<file path="config.mk">
export PLATFORM = sky130hd
export DESIGN_NAME = peak_pair_landmark_hasher_unit_flat
export DESIGN_NICKNAME = d
export VERILOG_FILES = /design/src/pplh_pkg.sv /design/src/pplh_if.sv /design/src/peak_pair_landmark_hasher_unit.sv /design/src/pplh_sha1.sv /design/src/pplh_datapath.sv /design/src/pplh_ctrl.sv /design/src/flat_wrapper.sv
export SDC_FILE = /design/constraint.sdc
export NUM_CORES = 2
export LEC_CHECK = 0
export BUFFER_PORTS_ARGS = -buffer_cell sky130_fd_sc_hd__clkbuf_2
export CORE_AREA = 3 3 473 475
export CTS_CLUSTER_DIAMETER = 40
export DETAILED_ROUTE_END_ITERATION = 8
export DIE_AREA = 0 0 476 478
export PLACE_DENSITY = 0.66
export SLEW_MARGIN = 5
export SYNTH_ARGS = -nofsm -noshare
export SYNTH_HDL_FRONTEND = slang
export SYNTH_HIERARCHICAL = 1
export SYNTH_SLANG_ARGS = --single-unit
</file>
<file path="constraint.sdc">
create_clock -name clock -period 14.65 [get_ports clock]
set_clock_uncertainty 0.05 [all_clocks]
set_input_delay 1.465 -clock clock [delete_from_list [all_inputs] [get_ports clock]]
set_output_delay 1.465 -clock clock [all_outputs]
set_load 0.01 [all_outputs]
</file>
<file path="src/pplh_pkg.sv">
// shared types, constants and functions of the peak pair landmark hasher
package pplh_pkg;

   localparam int FAN_OUT_DEFAULT = 15;
   localparam int FREQ_W          = 12;
   localparam int TIME_W          = 16;
   localparam int DELTA_W         = 16;
   localparam int CSR_INDEX_W     = 1;
   localparam int CSR_DATA_W      = 16;
   localparam int MSG_BYTES       = 24;
   localparam int LEN_W           = 5;
   localparam int DIGIT_CNT_W     = 3;

   localparam logic [CSR_INDEX_W-1:0] CSR_MIN_DELTA = 1'b0;
   localparam logic [CSR_INDEX_W-1:0] CSR_MAX_DELTA = 1'b1;
   localparam logic [DELTA_W-1:0]     MAX_DELTA_RESET = 16'd200;

   typedef enum logic [2:0] {
      ST_IDLE,
      ST_SCAN,
      ST_FMT,
      ST_HASH,
      ST_OUT
   } state_type;

   // controller to datapath
   typedef struct packed {
      logic load_peak;
      logic clear_idx;
      logic next_idx;
      logic fmt_start;
      logic hash_start;
      logic out_load;
      logic out_last;
      logic push_window;
   } cmd_type;

   // datapath to controller
   typedef struct packed {
      logic idx_valid;
      logic pair_ok;
      logic more_pairs;
      logic fmt_done;
      logic hash_done;
      logic out_free;
   } status_type;

   function automatic logic [31:0] sha_k(input logic [6:0] round);
      logic [31:0] k;
      if (round < 7'd20)      k = 32'h5A827999;
      else if (round < 7'd40) k = 32'h6ED9EBA1;
      else if (round < 7'd60) k = 32'h8F1BBCDC;
      else                    k = 32'hCA62C1D6;
      return k;
   endfunction

   function automatic logic [31:0] sha_f(input logic [6:0] round,
                                         input logic [31:0] b,
                                         input logic [31:0] c,
                                         input logic [31:0] d);
      logic [31:0] f;
      if (round < 7'd20)      f = (b & c) | (~b & d);
      else if (round < 7'd40) f = b ^ c ^ d;
      else if (round < 7'd60) f = (b & c) | (b & d) | (c & d);
      else                    f = b ^ c ^ d;
      return f;
   endfunction

endpackage

</file>
<file path="src/pplh_if.sv">
// valid/ready channel interfaces for peaks, hashes and register writes
interface pplh_req_if import pplh_pkg::*; ();
   logic              valid;
   logic              ready;
   logic [FREQ_W-1:0] peak_freq;
   logic [TIME_W-1:0] peak_time;
   modport source (output valid, peak_freq, peak_time, input ready);
   modport sink   (input valid, peak_freq, peak_time, output ready);
endinterface

interface pplh_rsp_if import pplh_pkg::*; ();
   logic              valid;
   logic              ready;
   logic [63:0]       hash_upper;
   logic [15:0]       hash_lower;
   logic [TIME_W-1:0] anchor_time;
   logic              last_of_run;
   modport source (output valid, hash_upper, hash_lower, anchor_time, last_of_run,
                   input ready);
   modport sink   (input valid, hash_upper, hash_lower, anchor_time, last_of_run,
                   output ready);
endinterface

interface pplh_csr_if import pplh_pkg::*; ();
   logic                   valid;
   logic                   ready;
   logic [CSR_INDEX_W-1:0] index;
   logic [CSR_DATA_W-1:0]  data;
   modport source (output valid, index, data, input ready);
   modport sink   (input valid, index, data, output ready);
endinterface

</file>
<file path="src/peak_pair_landmark_hasher_unit.sv">
// top level: peak pair landmark hasher with sha-1 pair digests
// per pair: a scan step, the decimal text, the sha-1 rounds and the output load, plus a
//   scan step for each stored peak scanned that forms no pair, plus the accept and
//   window update steps
// throughput: one peak at a time, set by the single iterative sha-1 round unit
// reset: synchronous, active high; window empty, min delta 0, max delta 200
module peak_pair_landmark_hasher_unit
   import pplh_pkg::*;
#(
   parameter int FAN_OUT = FAN_OUT_DEFAULT
)(
   input logic clock,
   input logic reset,
   pplh_req_if.sink   req,
   pplh_rsp_if.source rsp,
   pplh_csr_if.sink   csr
);

   cmd_type    cmd;
   status_type status;
   logic [DELTA_W-1:0] min_delta_ff, max_delta_ff;

   // register writes are always taken
   assign csr.ready = 1'b1;
   always_ff @(posedge clock) begin
      if (reset) begin
         min_delta_ff <= '0;
         max_delta_ff <= MAX_DELTA_RESET;
      end else if (csr.valid) begin
         case (csr.index)
            CSR_MIN_DELTA: min_delta_ff <= csr.data;
            CSR_MAX_DELTA: max_delta_ff <= csr.data;
            default: ;
         endcase
      end
   end

   pplh_ctrl u_ctrl (
      .clock     (clock),
      .reset     (reset),
      .req_fire  (req.valid && req.ready),
      .req_ready (req.ready),
      .status    (status),
      .cmd       (cmd)
   );

   pplh_datapath #(.FAN_OUT(FAN_OUT)) u_dp (
      .clock           (clock),
      .reset           (reset),
      .cmd             (cmd),
      .status          (status),
      .peak_freq       (req.peak_freq),
      .peak_time       (req.peak_time),
      .min_delta       (min_delta_ff),
      .max_delta       (max_delta_ff),
      .out_take        (rsp.ready),
      .out_valid       (rsp.valid),
      .out_hash_upper  (rsp.hash_upper),
      .out_hash_lower  (rsp.hash_lower),
      .out_anchor_time (rsp.anchor_time),
      .out_last        (rsp.last_of_run)
   );

endmodule

</file>
<file path="src/pplh_sha1.sv">
// iterative sha-1 core: one block of up to 23 message bytes, one round a cycle
module pplh_sha1
   import pplh_pkg::*;
(
   input  logic                    clock,
   input  logic                    reset,
   input  logic                    start,
   input  logic [MSG_BYTES*8-1:0]  msg,
   input  logic [LEN_W-1:0]        msg_len,
   output logic                    done,
   output logic [79:0]             digest
);

   logic [31:0]  w_ff [16];
   logic [31:0]  a_ff, b_ff, c_ff, d_ff, e_ff;
   logic [6:0]   round_ff;
   logic         busy_ff;
   logic         done_ff;
   logic [511:0] blk;
   logic [31:0]  w_cur, w_new, t;

   // padded block: message bytes, 0x80, zeros, 64-bit bit length
   always_comb begin
      blk = '0;
      for (int i = 0; i < MSG_BYTES; i++) begin
         if (5'(i) < msg_len) blk[511-8*i -: 8] = msg[MSG_BYTES*8-1-8*i -: 8];
         else if (5'(i) == msg_len) blk[511-8*i -: 8] = 8'h80;
      end
      blk[15:0] = {8'd0, msg_len, 3'd0};
   end

   assign w_cur = w_ff[0];
   assign w_new = {w_ff[13] ^ w_ff[8] ^ w_ff[2] ^ w_ff[0]};
   assign t = {a_ff[26:0], a_ff[31:27]} + sha_f(round_ff, b_ff, c_ff, d_ff) + e_ff
              + sha_k(round_ff) + w_cur;

   always_ff @(posedge clock) begin
      if (reset) begin
         busy_ff  <= 1'b0;
         done_ff  <= 1'b0;
         round_ff <= '0;
      end else begin
         done_ff <= 1'b0;
         if (start) begin
            busy_ff  <= 1'b1;
            round_ff <= '0;
         end else if (busy_ff) begin
            round_ff <= round_ff + 7'd1;
            if (round_ff == 7'd79) begin
               busy_ff <= 1'b0;
               done_ff <= 1'b1;
            end
         end
      end
   end

   always_ff @(posedge clock) begin
      if (start) begin
         for (int i = 0; i < 16; i++) w_ff[i] <= blk[511-32*i -: 32];
         a_ff <= 32'h67452301;
         b_ff <= 32'hEFCDAB89;
         c_ff <= 32'h98BADCFE;
         d_ff <= 32'h10325476;
         e_ff <= 32'hC3D2E1F0;
      end else if (busy_ff) begin
         for (int i = 0; i < 15; i++) w_ff[i] <= w_ff[i+1];
         w_ff[15] <= {w_new[30:0], w_new[31]};
         e_ff <= d_ff;
         d_ff <= c_ff;
         c_ff <= {b_ff[1:0], b_ff[31:2]};
         b_ff <= a_ff;
         a_ff <= t;
      end
   end

   assign done = done_ff;
   assign digest = {a_ff + 32'h67452301, b_ff + 32'hEFCDAB89,
                    16'((c_ff + 32'h98BADCFE) >> 16)};

endmodule

</file>
<file path="src/pplh_datapath.sv">
// window, pair test, decimal text builder, hash core and output register
module pplh_datapath
   import pplh_pkg::*;
#(
   parameter int FAN_OUT = FAN_OUT_DEFAULT
)(
   input  logic                clock,
   input  logic                reset,
   input  cmd_type             cmd,
   output status_type          status,
   input  logic [FREQ_W-1:0]   peak_freq,
   input  logic [TIME_W-1:0]   peak_time,
   input  logic [DELTA_W-1:0]  min_delta,
   input  logic [DELTA_W-1:0]  max_delta,
   input  logic                out_take,
   output logic                out_valid,
   output logic [63:0]         out_hash_upper,
   output logic [15:0]         out_hash_lower,
   output logic [TIME_W-1:0]   out_anchor_time,
   output logic                out_last
);

   localparam int DEPTH = FAN_OUT - 1;
   localparam int IDX_W = (DEPTH > 1) ? $clog2(DEPTH) : 1;
   localparam int CNT_W = $clog2(DEPTH + 1);

   logic [FREQ_W-1:0] win_freq_ff [DEPTH];
   logic [TIME_W-1:0] win_time_ff [DEPTH];
   logic [CNT_W-1:0]  fill_ff;
   logic [CNT_W-1:0]  idx_ff;
   logic [FREQ_W-1:0] f2_ff;
   logic [TIME_W-1:0] t2_ff;
   logic [FREQ_W-1:0] f1;
   logic [TIME_W-1:0] t1;
   logic [TIME_W-1:0] dt;
   logic              ok;

   // text builder: three numbers, least digit first, shifted in from the right
   logic [MSG_BYTES*8-1:0] msg_ff;
   logic [LEN_W-1:0]       len_ff;
   logic [1:0]             field_ff;
   logic [DELTA_W-1:0]     val_ff;
   logic [7:0]             digits_ff [5];
   logic [DIGIT_CNT_W-1:0] ndig_ff;
   logic                   fmt_busy_ff;
   logic                   emit_ff;
   logic                   fmt_done_ff;
   logic [DELTA_W-1:0]     quot;
   logic [3:0]             rem;
   logic [31:0]            prod;

   logic        h_done;
   logic [79:0] h_digest;
   logic        out_valid_ff;
   logic [63:0] out_hu_ff;
   logic [15:0] out_hl_ff;
   logic [TIME_W-1:0] out_at_ff;
   logic        out_last_ff;
   logic [TIME_W-1:0] anchor_ff;

   assign f1 = win_freq_ff[idx_ff[IDX_W-1:0]];
   assign t1 = win_time_ff[idx_ff[IDX_W-1:0]];
   assign dt = t2_ff - t1;
   assign ok = (t2_ff >= t1) && (dt >= min_delta) && (dt <= max_delta);

   // divide by ten: multiply by reciprocal, exact for 16-bit values
   assign prod = 32'(val_ff) * 32'd52429;
   assign quot = 16'(prod >> 19);
   assign rem  = 4'(val_ff - 16'(quot * 16'd10));

   always_ff @(posedge clock) begin
      if (reset) begin
         fill_ff <= '0;
      end else if (cmd.push_window) begin
         if (fill_ff < CNT_W'(DEPTH)) fill_ff <= fill_ff + 1'b1;
      end
   end

   always_ff @(posedge clock) begin
      if (cmd.push_window) begin
         if (fill_ff < CNT_W'(DEPTH)) begin
            win_freq_ff[fill_ff[IDX_W-1:0]] <= f2_ff;
            win_time_ff[fill_ff[IDX_W-1:0]] <= t2_ff;
         end else begin
            for (int i = 0; i < DEPTH - 1; i++) begin
               win_freq_ff[i] <= win_freq_ff[i+1];
               win_time_ff[i] <= win_time_ff[i+1];
            end
            win_freq_ff[DEPTH-1] <= f2_ff;
            win_time_ff[DEPTH-1] <= t2_ff;
         end
      end
      if (cmd.load_peak) begin
         f2_ff <= peak_freq;
         t2_ff <= peak_time;
      end
   end

   always_ff @(posedge clock) begin
      if (reset) idx_ff <= '0;
      else if (cmd.clear_idx) idx_ff <= '0;
      else if (cmd.next_idx) idx_ff <= idx_ff + 1'b1;
   end

   always_ff @(posedge clock) begin
      if (reset) begin
         fmt_busy_ff <= 1'b0;
         fmt_done_ff <= 1'b0;
         emit_ff     <= 1'b0;
      end else begin
         fmt_done_ff <= 1'b0;
         if (cmd.fmt_start) begin
            fmt_busy_ff <= 1'b1;
            emit_ff     <= 1'b0;
            field_ff    <= 2'd0;
            val_ff      <= DELTA_W'(f1);
            ndig_ff     <= '0;
            len_ff      <= '0;
            msg_ff      <= '0;
            anchor_ff   <= t1;
         end else if (fmt_busy_ff && !emit_ff) begin
            digits_ff[ndig_ff] <= 8'h30 + 8'(rem);
            ndig_ff <= ndig_ff + 1'b1;
            val_ff  <= quot;
            if (quot == '0) emit_ff <= 1'b1;
         end else if (fmt_busy_ff) begin
            if (ndig_ff != '0) begin
               msg_ff  <= {msg_ff[MSG_BYTES*8-9:0], digits_ff[ndig_ff - 1'b1]};
               len_ff  <= len_ff + 1'b1;
               ndig_ff <= ndig_ff - 1'b1;
            end else if (field_ff == 2'd2) begin
               fmt_busy_ff <= 1'b0;
               fmt_done_ff <= 1'b1;
            end else begin
               msg_ff   <= {msg_ff[MSG_BYTES*8-9:0], 8'h7C};
               len_ff   <= len_ff + 1'b1;
               field_ff <= field_ff + 1'b1;
               val_ff   <= (field_ff == 2'd0) ? DELTA_W'(f2_ff) : dt;
               emit_ff  <= 1'b0;
            end
         end
      end
   end

   // message left-aligned for the core
   pplh_sha1 u_sha1 (
      .clock   (clock),
      .reset   (reset),
      .start   (cmd.hash_start),
      .msg     (msg_ff << (8 * (MSG_BYTES - int'(len_ff)))),
      .msg_len (len_ff),
      .done    (h_done),
      .digest  (h_digest)
   );

   always_ff @(posedge clock) begin
      if (reset) out_valid_ff <= 1'b0;
      else if (cmd.out_load) out_valid_ff <= 1'b1;
      else if (out_take) out_valid_ff <= 1'b0;
   end

   always_ff @(posedge clock) begin
      if (cmd.out_load) begin
         out_hu_ff   <= h_digest[79:16];
         out_hl_ff   <= h_digest[15:0];
         out_at_ff   <= anchor_ff;
         out_last_ff <= cmd.out_last;
      end
   end

   // is any later stored peak also a pair
   logic more;
   always_comb begin
      more = 1'b0;
      for (int i = 0; i < DEPTH; i++) begin
         if (CNT_W'(i) > idx_ff && CNT_W'(i) < fill_ff &&
             t2_ff >= win_time_ff[i] &&
             (t2_ff - win_time_ff[i]) >= min_delta &&
             (t2_ff - win_time_ff[i]) <= max_delta) more = 1'b1;
      end
   end

   assign status.idx_valid  = idx_ff < fill_ff;
   assign status.pair_ok    = ok;
   assign status.more_pairs = more;
   assign status.fmt_done   = fmt_done_ff;
   assign status.hash_done  = h_done;
   assign status.out_free   = !out_valid_ff || out_take;

   assign out_valid       = out_valid_ff;
   assign out_hash_upper  = out_hu_ff;
   assign out_hash_lower  = out_hl_ff;
   assign out_anchor_time = out_at_ff;
   assign out_last        = out_last_ff;

endmodule

</file>
<file path="src/pplh_ctrl.sv">
// sequencer: scan the window, format and hash each pair, hand results out
module pplh_ctrl
   import pplh_pkg::*;
(
   input  logic       clock,
   input  logic       reset,
   input  logic       req_fire,
   output logic       req_ready,
   input  status_type status,
   output cmd_type    cmd
);

   state_type state_ff, state_in;
   logic      last_ff, last_in;

   always_ff @(posedge clock) begin
      if (reset) begin
         state_ff <= ST_IDLE;
         last_ff  <= 1'b0;
      end else begin
         state_ff <= state_in;
         last_ff  <= last_in;
      end
   end

   always_comb begin
      state_in  = state_ff;
      last_in   = last_ff;
      cmd       = '0;
      req_ready = 1'b0;
      case (state_ff)
         ST_IDLE: begin
            req_ready = 1'b1;
            if (req_fire) begin
               cmd.load_peak = 1'b1;
               cmd.clear_idx = 1'b1;
               state_in      = ST_SCAN;
            end
         end
         ST_SCAN: begin
            if (!status.idx_valid) begin
               cmd.push_window = 1'b1;
               state_in        = ST_IDLE;
            end else if (status.pair_ok) begin
               cmd.fmt_start = 1'b1;
               last_in       = !status.more_pairs;
               state_in      = ST_FMT;
            end else begin
               cmd.next_idx = 1'b1;
            end
         end
         ST_FMT: begin
            if (status.fmt_done) begin
               cmd.hash_start = 1'b1;
               state_in       = ST_HASH;
            end
         end
         ST_HASH: begin
            if (status.hash_done) state_in = ST_OUT;
         end
         ST_OUT: begin
            if (status.out_free) begin
               cmd.out_load = 1'b1;
               cmd.out_last = last_ff;
               cmd.next_idx = 1'b1;
               state_in     = ST_SCAN;
            end
         end
         default: state_in = ST_IDLE;
      endcase
   end

endmodule

</file>
<file path="src/flat_wrapper.sv">
// flat-port wrapper written by rule: the top's interface ports become plain ports
module peak_pair_landmark_hasher_unit_flat import pplh_pkg::*;
#(
   parameter int FAN_OUT = FAN_OUT_DEFAULT
)
  (clock, reset, req_valid, req_peak_freq, req_peak_time, req_ready, rsp_valid, rsp_hash_upper, rsp_hash_lower, rsp_anchor_time, rsp_last_of_run, rsp_ready, csr_valid, csr_index, csr_data, csr_ready);
  pplh_req_if req_i ();
  pplh_rsp_if rsp_i ();
  pplh_csr_if csr_i ();
  input logic clock;
  input logic reset;
  input wire logic [$bits(req_i.valid)-1:0] req_valid;
  input wire logic [$bits(req_i.peak_freq)-1:0] req_peak_freq;
  input wire logic [$bits(req_i.peak_time)-1:0] req_peak_time;
  output wire logic [$bits(req_i.ready)-1:0] req_ready;
  output wire logic [$bits(rsp_i.valid)-1:0] rsp_valid;
  output wire logic [$bits(rsp_i.hash_upper)-1:0] rsp_hash_upper;
  output wire logic [$bits(rsp_i.hash_lower)-1:0] rsp_hash_lower;
  output wire logic [$bits(rsp_i.anchor_time)-1:0] rsp_anchor_time;
  output wire logic [$bits(rsp_i.last_of_run)-1:0] rsp_last_of_run;
  input wire logic [$bits(rsp_i.ready)-1:0] rsp_ready;
  input wire logic [$bits(csr_i.valid)-1:0] csr_valid;
  input wire logic [$bits(csr_i.index)-1:0] csr_index;
  input wire logic [$bits(csr_i.data)-1:0] csr_data;
  output wire logic [$bits(csr_i.ready)-1:0] csr_ready;
  assign req_i.valid = req_valid;
  assign req_i.peak_freq = req_peak_freq;
  assign req_i.peak_time = req_peak_time;
  assign req_ready = req_i.ready;
  assign rsp_valid = rsp_i.valid;
  assign rsp_hash_upper = rsp_i.hash_upper;
  assign rsp_hash_lower = rsp_i.hash_lower;
  assign rsp_anchor_time = rsp_i.anchor_time;
  assign rsp_last_of_run = rsp_i.last_of_run;
  assign rsp_i.ready = rsp_ready;
  assign csr_i.valid = csr_valid;
  assign csr_i.index = csr_index;
  assign csr_i.data = csr_data;
  assign csr_ready = csr_i.ready;
  peak_pair_landmark_hasher_unit #(.FAN_OUT(FAN_OUT)) u_core (.clock(clock), .reset(reset), .req(req_i), .rsp(rsp_i), .csr(csr_i));
endmodule
</file>
* After elaboration in Yosys (flattened, before gate mapping)
Memory sizes are Yosys's and may differ from the RTL's. A register that Yosys moved wholly into a read port is not among the register bits.
Cells that the tools add are included.
** Cells by class
- Add/subtract/negate cells :: 32
- Multiply operators :: 2
- $lt $le $gt $ge :: 102
- Eq/ne operators :: 43
- Shift-type cells :: 1
- Mux-type cells :: 169
- Bitwise operators :: 33
- Reductions and logical operators :: 94
** Operator list (number)
- 2-to-1 mux 192 bit :: 4
- 2-to-1 mux 32 bit :: 21
- >= comparator 16 bit :: 30
- 2-to-1 mux 8 bit :: 48
- less-or-equal comparator 16 bit :: 15
- subtractor 16 bit :: 15
- << shifter 192 x 32 -> 192 bit :: 1
- bitwise XOR 32 bit :: 5
- adder 32 bit :: 4
- AND 32 bit :: 4
- bitwise OR 32 bit :: 3
- 2-to-1 mux 16 bit :: 5
- adder 32 bit (second input constant) :: 2
- logical AND 1 bit :: 60
- 2-to-1 mux 1 bit :: 57
- == test 4 x 5 -> 1 bit (first input constant) :: 8
- == test 5 bit (first input constant) :: 8
- less-than comparator 4 x 5 -> 1 bit (first input constant) :: 8
- less-than comparator 5 bit (first input constant) :: 8
- adder 32 x 31 -> 32 bit (second input constant) :: 1
- multiplier 16 x 16 -> 32 bit (second input constant) :: 1
- inverter 32 bit :: 1
- 2-to-1 mux 31 bit :: 1
- 2-to-1 mux 3 bit :: 9
- 63 further kinds :: 157
** Storage, ports and cells
- Register bits after elaboration :: 576
- RAM bits :: 939
- Input port bits :: 50
- Output and inout port bits :: 100
- Logic and storage cells :: 512
- Memories kept :: 4
** Memory list
- u_core.u_dp.u_sha1.w_ff :: depth 16, bits a word 32, rd ports 16, clocked after Yosys merged registers in 0, write ports 16, line pplh_sha1.sv:14 : logic [31:0] w_ff [16];
- u_core.u_dp.win_time_ff :: depth 14, bits a word 16, rd ports 15, clocked after Yosys merged registers in 1, write ports 14, line pplh_datapath.sv:28 : logic [TIME_W-1:0] win_time_ff [DEPTH];
- u_core.u_dp.win_freq_ff :: depth 14, bits a word 12, rd ports 14, clocked after Yosys merged registers in 1, write ports 14, line pplh_datapath.sv:27 : logic [FREQ_W-1:0] win_freq_ff [DEPTH];
- u_core.u_dp.digits_ff :: depth 5, bits a word 7, rd ports 1, clocked after Yosys merged registers in 0, write ports 1, line pplh_datapath.sv:43 : logic [7:0] digits_ff [5];

* Logic depth before layout (Yosys ltp)
- Depth after elaboration :: 20
- Depth in mapped cells :: 34
- Depth with buffers taken out :: 29

* Hierarchy
The synthesis kept the hierarchy.
** By module, submodules not included
- pplh_datapath :: times used 1, cells an instance 6149, area each 63478.4 µm², sequential area each 23712.7 µm²
- pplh_sha1 :: times used 1, cells an instance 2791, area each 33757.4 µm², sequential area each 18758.0 µm²
- peak_pair_landmark_hasher_unit :: times used 1, cells an instance 128, area each 1363.8 µm², sequential area each 640.6 µm²
- pplh_ctrl :: times used 1, cells an instance 34, area each 316.6 µm², sequential area each 80.1 µm²

* Worst setup path before layout
Ideal clock, no wire load.
- Path kind :: reg-to-reg
- From :: register with a tool-made name
- To :: register u_core.u_dp.len_ff[0], enable pin
- Setup time :: 0.707 ns
- Arrival time :: 13.491 ns
- Data required time :: 13.893 ns
- Setup slack :: 0.402 ns
- Stages on the path, launching flop included :: 33
- Buffers on the path :: 7
- Clock period less this slack :: 14.248 ns
- Cell sequence :: dfxtp_1 -> clkbuf_1 -> buf_2 -> buf_1 -> clkbuf_1 -> mux4_2 -> mux4_2 -> inv_1 -> ha_1 -> nor2b_1 -> o21a_1 -> o21ai_1 -> a21oi_1 -> a221o_1 -> a21o_1 -> a2111oi_2 -> nor3_1 -> xor2_1 -> ha_1 -> nand4_1 -> nor2_1 -> a21oi_1 -> nand2_1 -> a21oi_1 -> a21boi_0 -> a2bb2oi_1 -> nor4_1 -> buf_4 -> and3_4 -> clkbuf_1 -> inv_1 -> clkbuf_1 -> a21oi_1
** RTL lines
- to (signal assigned) :: line pplh_datapath.sv:129 : len_ff <= len_ff + 1'b1;
- to (signal assigned) :: line pplh_datapath.sv:136 : len_ff <= len_ff + 1'b1;
- to (decl) :: line pplh_datapath.sv:40 : logic [LEN_W-1:0] len_ff;

==> results.sh <==
export IMPL_status="finished clean"
export IMPL_grt_usage_pct=27.42
export IMPL_wirelength_mm=319.4
export IMPL_slew_headroom_pct=13.66
export IMPL_slowest_delay_ps=840
export IMPL_start_util_pct=45.02
export IMPL_htreeDepth=4
export IMPL_p_comb_share_pct=23.2
export IMPL_r2r_slack_ps=4920
export IMPL_grt_max_degree=152
export IMPL_min_path_type="reg -> reg"
export IMPL_detail_route_antenna_nets=0
export IMPL_min_to="u_core/max_delta_ff[3]"
export IMPL_synth_avg_cell_area_um2=10.87
export IMPL_first_iter_violations=8304
export IMPL_critical_path_required_ps=15170
export IMPL_cp_end_kind="flop"
export IMPL_seq_area_frac_synth_pct=43.66
export IMPL_grt_pass1_wl_mm=467.9
export IMPL_final_common_cell="edfxtp_1"
export IMPL_area_growth_pct=12.00
export IMPL_ys_types=119
export IMPL_reg2reg_depth=27
export IMPL_firstDrtPassIters=9
export IMPL_critPathSlowestCell="dfxtp_4"
export IMPL_portBuffers=148
export IMPL_cts_max_path_buffers=3
export IMPL_dpl_cell_count=11920
export IMPL_hold_start="u_core/max_delta_ff[3]"
export IMPL_seq_power_share_pct=36.7
export IMPL_hpwl_mm=230.4
export IMPL_grt_pass1_vias=71250
export IMPL_synth_cells=9102
export IMPL_worst_slew_pin_slew_ps=1285
export IMPL_row_count=172
export IMPL_drv_slew=0
export IMPL_die_area_um2=227500
export IMPL_p_int_w=0.009324
export IMPL_synth_top_area_share_pct=39.19
export IMPL_die_x_um=476
export IMPL_period_share_pct=66.41
export IMPL_cts_tree="built"
export IMPL_synth_area_leaders="edfxtp_1, ha_1, dfxtp_1, fa_1, mux4_2"
export IMPL_vdd_drop_max_v=0.0001230
export IMPL_pwr_share_clk_pct=40.1
export IMPL_synth_top_flop_cell="edfxtp_1"
export IMPL_post_cts_buffers=0
export IMPL_die_y_um=478
export IMPL_startpoint_type="flop"
export IMPL_dr_total_vias=74070
export IMPL_synth_edf_count=1291
export IMPL_globalRouteOverflowTotal=0
export IMPL_cts_sinks=1512
export IMPL_p_sw_w=0.004255
export IMPL_switching_share_pct=31.33
export IMPL_rr_endpoint="u_core/u_dp/msg_ff[41]"
export IMPL_whs_path_depth=1
export IMPL_yosysWarningCount=6
export IMPL_period_needed_ps=9729
export IMPL_setup_viol_count_final=0
export IMPL_vias_per_cell=6.006
export IMPL_final_util_pct=50.42
export IMPL_hold_viol=0
export IMPL_fin_nets=10310
export IMPL_final_cell_mix="edfxtp_1, nand2_1, ha_1"
export IMPL_cts_hold_buf=0
export IMPL_n_fill_cell=19420
export IMPL_cts_resized=0
export IMPL_clk_latency_ps=900
export IMPL_synthArstFlopShare_pct=0
export IMPL_drive_gt1_share_pct=10.86
export IMPL_crit_fanout=80
export IMPL_core_um2=219700
export IMPL_crit_family="buffers and inverters"
export IMPL_drc_errors=0
export IMPL_pwr_density_cell_nw_per_um2=122.6
export IMPL_globalplace_congestion=1.009
export IMPL_num_io_pins=150
export IMPL_cts_root_buffer="clkbuf_16"
export IMPL_clk_pin_slew_worst_paths_ps=60
export IMPL_wl_per_cell_um=25.90
export IMPL_yosys_area_top_type="edfxtp_1"
export IMPL_rsz0062_at_grt="false"
export IMPL_ys_ff_latch=1512
export IMPL_cp_num_buf_inv=4
export IMPL_critical_path_class="reg -> reg"
export IMPL_finalSetupTns_ps=0
export IMPL_arrival_ps=10250
export IMPL_antenna_found_initial=11
export IMPL_final_cell_count_no_fill=12330
export IMPL_max_freq_mhz=102.8
export IMPL_leakagePower_nw=44.01
export IMPL_numCtsBuffers=214
export IMPL_syn_area_um2=98920
export IMPL_timing_max_cap_violations=0
area by class of cell:
type | instances | area [um2] | share of cell area [%]
antenna | 3 | 7.507 | 0.006776
clock buffer | 238 | 5582 | 5.038
clock inverter | 168 | 2150 | 1.940
inverter | 719 | 2713 | 2.449
multi-input combinational | 6449 | 51640 | 46.61
sequential | 1512 | 43200 | 39.00
tap | 2958 | 3701 | 3.341
timing repair buffer | 284 | 1787 | 1.613
per-stage QoR:
| step | power (W) | hold WS, ps | worst slack, ps | instance area, um2 |
|---|---|---|---|---|
| 6_report | 0.01358 | 418.3 | 4921 | 110800 |
| 5_1_grt | 0.01418 | 444.8 | 4212 | 110800 |
| 4_1_cts | 0.01361 | 418.2 | 4856 | 110800 |
| 3_5_place_dp | 0.008142 | 405.6 | 4867 | 103000 |
| 3_3_place_gp | 0.008075 | 400.4 | 4950 | 103000 |
| 2_1_floorplan | 0.007239 | 350.3 | 402.0 | 99020 |
cell families after synthesis:
| logic type | after synthesis | synth area share (%) |
|---|---|---|
| compound gates | 1928 | 13.04 |
| xor+xnor | 391 | 3.462 |
| fa+ha+maj | 1078 | 15.28 |
| buf+inv | 1168 | 4.512 |
| flops | 1512 | 43.66 |
| mux | 507 | 7.538 |
| other cells | 2 | 0.007592 |
| simple gates | 2516 | 12.50 |
metal layers:
layer / vias up / global-route usage [%] / wire, um
met5: - / 0 / 59
met4: 10 / 15.32 / 20980
met3: 719 / 4.956 / 27050
met2: 3477 / 42.34 / 142900
met1: 36470 / 36.39 / 128300
li1: 33390 / - / -
sequential cells by signal, indices dropped and copies added, names as in the netlist, 5 cells and up, named ones only:
signal and flops:
u_core/u_dp/anchor_ff 16, u_core/u_dp/val_ff 16, u_core/u_dp/f2_ff 12, u_core/min_delta_ff 16, u_core/u_dp/digits_ff 20, u_core/u_dp/win_freq_ff 192, u_core/u_dp/t2_ff 16, u_core/u_dp/out_anchor_time 16
u_core/u_dp/msg_ff 144, u_core/u_dp/out_hash_lower 16, u_core/u_dp/u_sha1/b_ff 32, u_core/u_dp/win_time_ff 256, u_core/u_dp/u_sha1/c_ff 32, u_core/u_dp/len_ff 5, u_core/max_delta_ff 16, u_core/u_dp/u_sha1/e_ff 32
u_core/u_dp/out_hash_upper 64, u_core/u_dp/u_sha1/d_ff 32, u_core/u_dp/u_sha1/w_ff 512, u_core/u_dp/u_sha1/a_ff 32, u_core/u_dp/u_sha1/round_ff 7
worst max path at each step:
stage,from,endpoint,slack [ps],cells after the start
6_report,flop,u_core/u_dp/msg_ff[41],4920,27
5_1_grt,flop,u_core/u_dp/msg_ff[106],4210,27
4_1_cts,flop,u_core/u_dp/msg_ff[41],4860,27
3_5_place_dp,flop,u_core/u_dp/msg_ff[41],4870,27
3_3_place_gp,flop,u_core/u_dp/msg_ff[184],4950,27
2_1_floorplan,flop,u_core/u_dp/len_ff[0],400,32
synth_stat cells (all sizes together) (24+ instances only):
cell and n:
a21boi 30, o21a 71, nor2 472, a211oi 94, o22ai 61, nand4 100
nand2 865, mux4 186, clkbuf 358, mux2i 278, dfxtp 221, a31oi 41
buf 91, nand3 85, a22o 177, xnor2 298, o21ai 481, and3 171
o211ai 72, a21o 183, nor3 120, nor4 30, nand2b 98, inv 717
mux2 43, edfxtp 1291, nor2b 407, xor2 93, and2 44, or3 27
o21bai 24, ha 862, a21oi 421, fa 216
power by group through the flow:
stage / clock network [W] / registers (W) / logic, W
2_1_floorplan: 0 / 0.00498 / 0.00226
3_3_place_gp: 0 / 0.00507 / 0.00301
3_5_place_dp: 0 / 0.00507 / 0.00307
4_1_cts: 0.00553 / 0.00498 / 0.00310
5_1_grt: 0.00571 / 0.00500 / 0.00347
6_report: 0.00544 / 0.00499 / 0.00315
Note: power is estimated with default switching activity, not from simulation.
